[config.mk]
export PLATFORM = sky130hd
export DESIGN_NAME = matrix_vector_multiply_flat
export DESIGN_NICKNAME = d
export VERILOG_FILES = /design/src/rtl/mvm_pkg.sv /design/src/rtl/mvm_if.sv /design/src/rtl/mvm_accum.sv /design/src/rtl/matrix_vector_multiply.sv /design/src/flat_wrapper.sv
export SDC_FILE = /design/constraint.sdc
export NUM_CORES = 2
export LEC_CHECK = 0
export BUFFER_PORTS_ARGS = -buffer_cell sky130_fd_sc_hd__clkbuf_2
export CORE_MARGIN = 2
export CORE_UTILIZATION = 64
export CTS_CLUSTER_DIAMETER = 40
export DETAILED_ROUTE_END_ITERATION = 12
export PLACE_DENSITY = 0.81
export SYNTH_ARGS = -nofsm -noshare
export SYNTH_HDL_FRONTEND = slang
export SYNTH_HIERARCHICAL = 1
export SYNTH_SLANG_ARGS = --single-unit
export TNS_END_PERCENT = 20
[constraint.sdc]
create_clock -name clk -period 21.1 [get_ports clk]
set_input_delay 3.165 -clock clk [delete_from_list [all_inputs] [get_ports clk]]
set_output_delay 3.165 -clock clk [all_outputs]
set_load 0.01 [all_outputs]
[src/rtl/mvm_pkg.sv]
// Shared types, constants and helpers for the matrix-vector multiplier.
// No dependencies; the RTL files refer to it by scoped names, the bench files import it.
package mvm_pkg;

  localparam int MAX_ROWS = 32;
  localparam int MAX_COLS = 32;
  localparam int SIZE_W   = 6;   // width of the size registers
  localparam int IDX_W    = 5;   // width of row and column indexes
  localparam int DATA_W   = 32;
  localparam int ACC_W    = 64;
  localparam int FRAC_W   = 16;

  typedef enum logic {
    CMD_LOAD   = 1'b0,
    CMD_MATRIX = 1'b1
  } cmd_t;

  typedef enum logic {
    REG_NUM_ROWS = 1'b0,
    REG_NUM_COLS = 1'b1
  } reg_idx_t;

  typedef enum logic [1:0] {
    STATUS_OK    = 2'd0,
    STATUS_SAT   = 2'd1,
    STATUS_RANGE = 2'd2
  } status_t;

  typedef enum logic [1:0] {
    KIND_NONE  = 2'd0,  // vector load, no result
    KIND_ERROR = 2'd1,  // index out of range
    KIND_MAC   = 2'd2   // matrix element, multiply-accumulate
  } kind_t;

  // Control that travels with one word through the pipeline
  typedef struct packed {
    kind_t            kind;
    logic [IDX_W-1:0] row;
    logic             first_col;
    logic             last_col;
    logic             last_row;
  } ctl_t;

  typedef struct packed {
    logic [IDX_W-1:0]         row;
    logic signed [DATA_W-1:0] value;
    status_t                  status;
    logic                     last;
  } res_t;

  // Zero reads as one, anything above the maximum reads as the maximum
  function automatic logic [SIZE_W-1:0] clamp_size(logic [SIZE_W-1:0] v,
                                                   logic [SIZE_W-1:0] maxv);
    logic [SIZE_W-1:0] r;
    r = v;
    if (r == '0) r = SIZE_W'(1);
    if (r > maxv) r = maxv;
    return r;
  endfunction

endpackage

[src/rtl/mvm_if.sv]
// Valid/ready channel interfaces for input words and result words.
// Depends on mvm_pkg for widths and codes.
interface mvm_in_if;
  logic                             valid;
  logic                             ready;
  mvm_pkg::cmd_t                    command;
  logic [mvm_pkg::IDX_W-1:0]        row_index;
  logic [mvm_pkg::IDX_W-1:0]        col_index;
  logic signed [mvm_pkg::DATA_W-1:0] element_value;

  modport source (output valid, command, row_index, col_index, element_value,
                  input ready);
  modport sink (input valid, command, row_index, col_index, element_value,
                output ready);
endinterface

interface mvm_out_if;
  logic                             valid;
  logic                             ready;
  logic [mvm_pkg::IDX_W-1:0]        result_row;
  logic signed [mvm_pkg::DATA_W-1:0] row_value;
  mvm_pkg::status_t                 status;
  logic                             last;

  modport source (output valid, result_row, row_value, status, last,
                  input ready);
  modport sink (input valid, result_row, row_value, status, last,
                output ready);
endinterface

[src/rtl/mvm_accum.sv]
// Saturating 64-bit row accumulator and result formatting stage.
// Depends on mvm_pkg for ctl_t, res_t and codes.
module mvm_accum (
  input  logic                                clk,
  input  logic                                rst,
  input  logic                                advance,
  input  logic                                in_valid,
  input  mvm_pkg::ctl_t                       in_ctl,
  input  logic signed [mvm_pkg::ACC_W-1:0]    product,
  output logic                                res_valid,
  output mvm_pkg::res_t                       res
);

  logic signed [mvm_pkg::ACC_W-1:0] acc;
  logic                             acc_sat;
  logic                             s3_valid;
  mvm_pkg::ctl_t                    s3_ctl;

  logic signed [mvm_pkg::ACC_W-1:0] base;
  logic                             base_sat;
  logic signed [mvm_pkg::ACC_W-1:0] sum;
  logic                             ovf;
  logic signed [mvm_pkg::ACC_W-1:0] acc_next;
  logic                             acc_sat_next;

  logic signed [mvm_pkg::ACC_W-1:0] shifted;
  logic                             fits;

  always_comb begin
    base     = in_ctl.first_col ? '0 : acc;
    base_sat = in_ctl.first_col ? 1'b0 : acc_sat;
    sum      = base + product;
    ovf      = (base[mvm_pkg::ACC_W-1] == product[mvm_pkg::ACC_W-1]) &&
               (sum[mvm_pkg::ACC_W-1] != base[mvm_pkg::ACC_W-1]);
    if (ovf) begin
      acc_next = base[mvm_pkg::ACC_W-1] ? {1'b1, {(mvm_pkg::ACC_W-1){1'b0}}}
                                        : {1'b0, {(mvm_pkg::ACC_W-1){1'b1}}};
    end else begin
      acc_next = sum;
    end
    acc_sat_next = base_sat | ovf;
  end

  always_ff @(posedge clk) begin
    if (rst) begin
      acc      <= '0;
      acc_sat  <= 1'b0;
      s3_valid <= 1'b0;
    end else if (advance) begin
      s3_valid <= in_valid;
      if (in_valid && in_ctl.kind == mvm_pkg::KIND_MAC) begin
        acc     <= acc_next;
        acc_sat <= acc_sat_next;
      end
    end
  end

  always_ff @(posedge clk) begin
    if (advance) s3_ctl <= in_ctl;
  end

  // floor shift, then clamp to 32 bits
  always_comb begin
    shifted = acc >>> mvm_pkg::FRAC_W;
    fits    = (&shifted[mvm_pkg::ACC_W-1:mvm_pkg::DATA_W-1]) ||
              !(|shifted[mvm_pkg::ACC_W-1:mvm_pkg::DATA_W-1]);
    res.row = s3_ctl.row;
    if (s3_ctl.kind == mvm_pkg::KIND_ERROR) begin
      res.value  = '0;
      res.status = mvm_pkg::STATUS_RANGE;
      res.last   = 1'b0;
    end else begin
      if (fits) begin
        res.value = shifted[mvm_pkg::DATA_W-1:0];
      end else begin
        res.value = acc[mvm_pkg::ACC_W-1] ? {1'b1, {(mvm_pkg::DATA_W-1){1'b0}}}
                                          : {1'b0, {(mvm_pkg::DATA_W-1){1'b1}}};
      end
      res.status = (acc_sat || !fits) ? mvm_pkg::STATUS_SAT : mvm_pkg::STATUS_OK;
      res.last   = s3_ctl.last_row;
    end
    res_valid = s3_valid &&
                ((s3_ctl.kind == mvm_pkg::KIND_ERROR) ||
                 (s3_ctl.kind == mvm_pkg::KIND_MAC && s3_ctl.last_col));
  end

endmodule

[src/rtl/matrix_vector_multiply.sv]
// Matrix-vector multiplier, signed Q16.16, y = A * x.
// Throughput: one word per cycle unless a result word waits untaken at the output.
// Stages: vector RAM read, 32x32 multiply, 64-bit saturating accumulate, output.
// The accumulator loop (one add and compare per cycle) sets the word rate.
// Reset (rst, synchronous) clears pipeline valids, accumulator and sizes (1x1);
// vector RAM holds no reset and needs no clearing pass.
module matrix_vector_multiply (
  input  logic                         clk,
  input  logic                         rst,
  input  logic                         cfg_write,
  input  mvm_pkg::reg_idx_t            cfg_index,
  input  logic [mvm_pkg::SIZE_W-1:0]   cfg_data,
  mvm_in_if.sink                       items,
  mvm_out_if.source                    results
);

  // size registers; the user must write them only while idle, the block does not enforce it
  logic [mvm_pkg::SIZE_W-1:0] num_rows;
  logic [mvm_pkg::SIZE_W-1:0] num_cols;

  always_ff @(posedge clk) begin
    if (rst) begin
      num_rows <= mvm_pkg::SIZE_W'(1);
      num_cols <= mvm_pkg::SIZE_W'(1);
    end else if (cfg_write) begin
      unique case (cfg_index)
        mvm_pkg::REG_NUM_ROWS:
          num_rows <= mvm_pkg::clamp_size(cfg_data, mvm_pkg::SIZE_W'(mvm_pkg::MAX_ROWS));
        mvm_pkg::REG_NUM_COLS:
          num_cols <= mvm_pkg::clamp_size(cfg_data, mvm_pkg::SIZE_W'(mvm_pkg::MAX_COLS));
        default: ;
      endcase
    end
  end

  // Whole pipeline moves together; it only stalls when a result word
  // sits in the output register and is not being taken.
  logic out_valid;
  logic advance;
  logic accept;

  assign advance     = !out_valid || results.ready;
  assign items.ready = advance;
  assign accept      = items.valid && advance;

  // range checks on the incoming word
  logic col_ok, row_ok, is_load;
  logic [mvm_pkg::SIZE_W-1:0] col_ext, row_ext;

  assign col_ext = mvm_pkg::SIZE_W'(items.col_index);
  assign row_ext = mvm_pkg::SIZE_W'(items.row_index);
  assign is_load = (items.command == mvm_pkg::CMD_LOAD);
  assign col_ok  = col_ext < num_cols;
  assign row_ok  = row_ext < num_rows;

  mvm_pkg::ctl_t in_ctl;

  always_comb begin
    in_ctl.first_col = (items.col_index == '0);
    in_ctl.last_col  = (col_ext + mvm_pkg::SIZE_W'(1)) == num_cols;
    in_ctl.last_row  = (row_ext + mvm_pkg::SIZE_W'(1)) == num_rows;
    if (is_load) begin
      in_ctl.kind = col_ok ? mvm_pkg::KIND_NONE : mvm_pkg::KIND_ERROR;
      in_ctl.row  = '0;
    end else begin
      in_ctl.kind = (col_ok && row_ok) ? mvm_pkg::KIND_MAC : mvm_pkg::KIND_ERROR;
      in_ctl.row  = items.row_index;
    end
  end

  // Vector RAM: write on a load in range, registered read for the matrix
  // element. A read one word after a write to the same entry already sees
  // the new data, since the write lands at the earlier edge.
  logic signed [mvm_pkg::DATA_W-1:0] vec_mem [mvm_pkg::MAX_COLS];
  logic signed [mvm_pkg::DATA_W-1:0] vec_rdata;

  always_ff @(posedge clk) begin
    if (accept && is_load && col_ok) vec_mem[items.col_index] <= items.element_value;
  end

  always_ff @(posedge clk) begin
    if (advance) vec_rdata <= vec_mem[items.col_index];
  end

  // stage 1: RAM data out, element held alongside
  logic                              s1_valid;
  mvm_pkg::ctl_t                     s1_ctl;
  logic signed [mvm_pkg::DATA_W-1:0] s1_elem;

  always_ff @(posedge clk) begin
    if (rst) s1_valid <= 1'b0;
    else if (advance) s1_valid <= accept;
  end

  always_ff @(posedge clk) begin
    if (advance) begin
      s1_ctl  <= in_ctl;
      s1_elem <= items.element_value;
    end
  end

  // stage 2: registered exact product
  logic                             s2_valid;
  mvm_pkg::ctl_t                    s2_ctl;
  logic signed [mvm_pkg::ACC_W-1:0] s2_prod;

  always_ff @(posedge clk) begin
    if (rst) s2_valid <= 1'b0;
    else if (advance) s2_valid <= s1_valid;
  end

  always_ff @(posedge clk) begin
    if (advance) begin
      s2_ctl  <= s1_ctl;
      s2_prod <= mvm_pkg::ACC_W'(s1_elem) * mvm_pkg::ACC_W'(vec_rdata);
    end
  end

  // stage 3: accumulate and format
  logic          res_valid;
  mvm_pkg::res_t res;

  mvm_accum u_accum (
    .clk      (clk),
    .rst      (rst),
    .advance  (advance),
    .in_valid (s2_valid),
    .in_ctl   (s2_ctl),
    .product  (s2_prod),
    .res_valid(res_valid),
    .res      (res)
  );

  // output register
  mvm_pkg::res_t out_res;

  always_ff @(posedge clk) begin
    if (rst) out_valid <= 1'b0;
    else if (advance) out_valid <= res_valid;
  end

  always_ff @(posedge clk) begin
    if (advance) out_res <= res;
  end

  assign results.valid      = out_valid;
  assign results.result_row = out_res.row;
  assign results.row_value  = out_res.value;
  assign results.status     = out_res.status;
  assign results.last       = out_res.last;

endmodule

[src/flat_wrapper.sv]
// flat-port wrapper written by rule: the top's interface ports become plain ports
module matrix_vector_multiply_flat 
  (clk, rst, cfg_write, cfg_index, cfg_data, items_valid, items_command, items_row_index, items_col_index, items_element_value, items_ready, results_valid, results_result_row, results_row_value, results_status, results_last, results_ready);
  mvm_in_if items_i ();
  mvm_out_if results_i ();
  input  logic clk;
  input  logic rst;
  input  logic cfg_write;
  input  mvm_pkg::reg_idx_t cfg_index;
  input  logic [mvm_pkg::SIZE_W-1:0] cfg_data;
  input wire logic [$bits(items_i.valid)-1:0] items_valid;
  input wire logic [$bits(items_i.command)-1:0] items_command;
  input wire logic [$bits(items_i.row_index)-1:0] items_row_index;
  input wire logic [$bits(items_i.col_index)-1:0] items_col_index;
  input wire logic [$bits(items_i.element_value)-1:0] items_element_value;
  output wire logic [$bits(items_i.ready)-1:0] items_ready;
  output wire logic [$bits(results_i.valid)-1:0] results_valid;
  output wire logic [$bits(results_i.result_row)-1:0] results_result_row;
  output wire logic [$bits(results_i.row_value)-1:0] results_row_value;
  output wire logic [$bits(results_i.status)-1:0] results_status;
  output wire logic [$bits(results_i.last)-1:0] results_last;
  input wire logic [$bits(results_i.ready)-1:0] results_ready;
  assign items_i.valid = items_valid;
  assign items_i.command = items_command;
  assign items_i.row_index = items_row_index;
  assign items_i.col_index = items_col_index;
  assign items_i.element_value = items_element_value;
  assign items_ready = items_i.ready;
  assign results_valid = results_i.valid;
  assign results_result_row = results_i.result_row;
  assign results_row_value = results_i.row_value;
  assign results_status = results_i.status;
  assign results_last = results_i.last;
  assign results_i.ready = results_ready;
  matrix_vector_multiply u_core (.clk(clk), .rst(rst), .cfg_write(cfg_write), .cfg_index(cfg_index), .cfg_data(cfg_data), .items(items_i), .results(results_i));
endmodule
==> out/metrics.yaml <==
status: "completed"
start_util_pct: 64.4
postCtsHoldBufs: 0
clk_pin_slew_ps: 50
rrSetupSlack_ps: 12280
tns_ps: 0
drcViolationCount: 0
synth_compound_area_share_pct: 5.18
place_congestion: 0.920
hold_viol: 0
rr_startpoint: "u_core/s1_elem[31]"
wl_per_cell_um: 27.3
drive_gt1_share_pct: 11.7
async_flop_share_pct: 0
cap_violations: 0
rows: 136
routed_via_density: 6.43
grt_antenna_before_repair: 9
synth_nets: 8213
path_common_cell: "fa_1"
worst-r2r-cell-count: 25
synth-edff-count: 1221
grt_pass1_vias: 59592
drtAntennaViolNets: 0
clockBufferDepth: 3
setup_slack_ps: 12280
arrival_ps: 9330
rsz0062_at_grt: "false"
place_area_mm2: 0.0910
synth.top_cell.area_share_pct: 41.4
cts.sinks: 1302
portBuffers: 96
core_region_area_mm2: 0.137
die_w_um: 376
nets: 8208
wirelength_mm: 239
cts_tree: "built"
grt_max_degree: 86
report.final.setup_viol: 0
clk_latency_ps: 820
avgSynthCellArea_um2: 13.0
muxShareOfSynthArea_pct: 6.57
synth-xor-area-share_pct: 1.39
worst_clock_skew_ps: 58.3
synth_adder_area_share_pct: 28.2
synth_area_mm2: 0.0886
slew_headroom_pct: 13.4
layout_commonest_cell: "edfxtp_1"
dr.pass1.iters: 8
io_pins: 97
synth_cell_types: 88
start_kind: "flip-flop"
timing.rr.end: "u_core/s2_prod[63]"
synthTopCellsByArea: "edfxtp_1, fa_1, mux4_2"
layout-area-overhead-vs-synth_pct: 8.65
crit_required_ps: 21610
final_cell_mix: "edfxtp_1, fa_1, inv_1"
critPathMaxStageDelay_ps: 1050
drt_iter0_markers: 6881
h-tree-depth: 4
slew_violations: 0
dpl.hpwl_mm: 146
worst_path_max_delay_cell: "edfxtp_1"
yosysWarnings: 6
hp-class: "reg2reg"
worst_pin_slew_ps: 1290
ys_ff_latch: 1302
seq_area_frac_synth_pct: 43.2
synth_top_family_by_area: "adder cells"
dp_slack_ps: 12350
cts-root-buf: "clkbuf_16"
n_fill_cell: 8723
final_area_mm2: 0.0962
grt_pass1_wl_mm: 364
critPathKind: "reg2reg"
vias: 56092
crit_path_end_kind: "flip-flop"
endpoint: "u_core/s2_prod[63]"
syn_inst: 6813
dieArea_mm2: 0.141
yosys.area_share.simple_pct: 9.37
fmax_mhz: 113
min_period_ps: 8820
cts-buffers-inserted: 152
cp_max_fo: 32
yosysTopAreaCell: "edfxtp_1"
timing.final.crit_share_pct: 41.8
die_h_um: 376
postCtsSetupBuffers: 0
ys.flop_type: "edfxtp_1"
post_cts_resized: 0
grt_use_total_pct: 34.7
overflow: 0
timing.critical_path.from: "u_core/s1_elem[31]"
==> layout make-up <==
cell class              instances  area, µm²  share of cell area [%]
repair buffers                216       1400                    1.46
clock inverters               106       1290                    1.34
diodes                          3       7.51                 0.00780
multi-input cells            4095      45200                    47.0
flip-flops and latches       1302      38300                    39.8
well taps                    1794       2240                    2.33
inverters                    1041       3920                    4.07
clock buffers                 172       3910                    4.06
==> sequential cells by signal, indices dropped and copies added, names as in the netlist, 2 cells and up <==
register                   flops
u_core/vec_mem              1024
u_core/s1_elem                32
u_core/results.result_row      5
u_core/num_rows                6
u_core/results.row_value      32
u_core/u_accum/acc            64
u_core/vec_rdata              32
u_core/u_accum/s3_ctl          4
u_core/num_cols                6
u_core/u_accum/res             5
u_core/results.status          2
u_core/s2_ctl                 10
u_core/s1_ctl                 10
u_core/s2_prod                64
==> cells in the mapped netlist, drive strengths merged, types with 5 or more instances <==
cell    instances
a22oi         128
mux2i           5
a21o           81
ha            262
a211oi         13
nor2          190
xnor2          84
o211ai         12
nor2b          73
a221oi          5
edfxtp       1221
nor3b          13
nand4          73
a21boi          8
nand2         632
o21a           16
o21bai         17
nand3          23
a31oi          17
a211o           5
and2          510
or3             5
nor3           68
and4            5
nor4           14
a21oi         255
xor2           57
clkbuf        321
buf            54
dfxtp          81
and3            7
fa           1083
mux4          256
o31ai           6
nand2b         25
o21ai          97
inv          1041
==> critical path: cells and delay by family, from the launching register on <==
kind            cells  cell delay, ps
compound gates      7            1300
xor+xnor            1              80
buf+inv             7             890
fa+ha+maj           9            4920
flops               1            1050
simple gates        1             320
==> worst min-delay path by stage <==
stage	to	cells past startpoint	start	slack (ps)
2_1_floorplan	u_core/s2_ctl[0]	0	u_core/s1_ctl[0]	400
3_3_place_gp	u_core/s2_ctl[3]	0	u_core/s1_ctl[3]	400
3_5_place_dp	u_core/results.result_row[0]	0	u_core/u_accum/res[35]	410
4_1_cts	u_core/s2_ctl[4]	0	u_core/s1_ctl[4]	420
5_1_grt	u_core/s2_ctl[5]	0	u_core/s1_ctl[5]	420
6_report	u_core/s2_ctl[9]	0	u_core/s1_ctl[9]	420
==> per-stage QoR <==
stage | cells | util [%] | hold slack (ps)
2_1_floorplan | 6813 | - | 400
3_3_place_gp | 8448 | 66.2 | 401
3_5_place_dp | 8448 | 66.2 | 405
4_1_cts | 8726 | 70.0 | 419
5_1_grt | 8728 | 70.0 | 424
6_report | 8729 | 70.0 | 418
==> cell families after synthesis <==
kind of cell / Yosys count
buf+inv: 1416
simple gates: 1652
compound gates: 696
xor+xnor: 141
mux: 261
fa+ha+maj: 1345
flops: 1302
==> metal layers <==
layer  up-vias  wire length [µm]  track usage, %
li1      22807                 -               -
met1     28296             84100            44.9
met2      4048            113000            55.4
met3       931             28100            9.28
met4        10             13200            16.0
met5         -               179           0.686
Power is not shown: default switching activity piles up to over one toggle a cycle in this logic, so the estimate is an artifact.
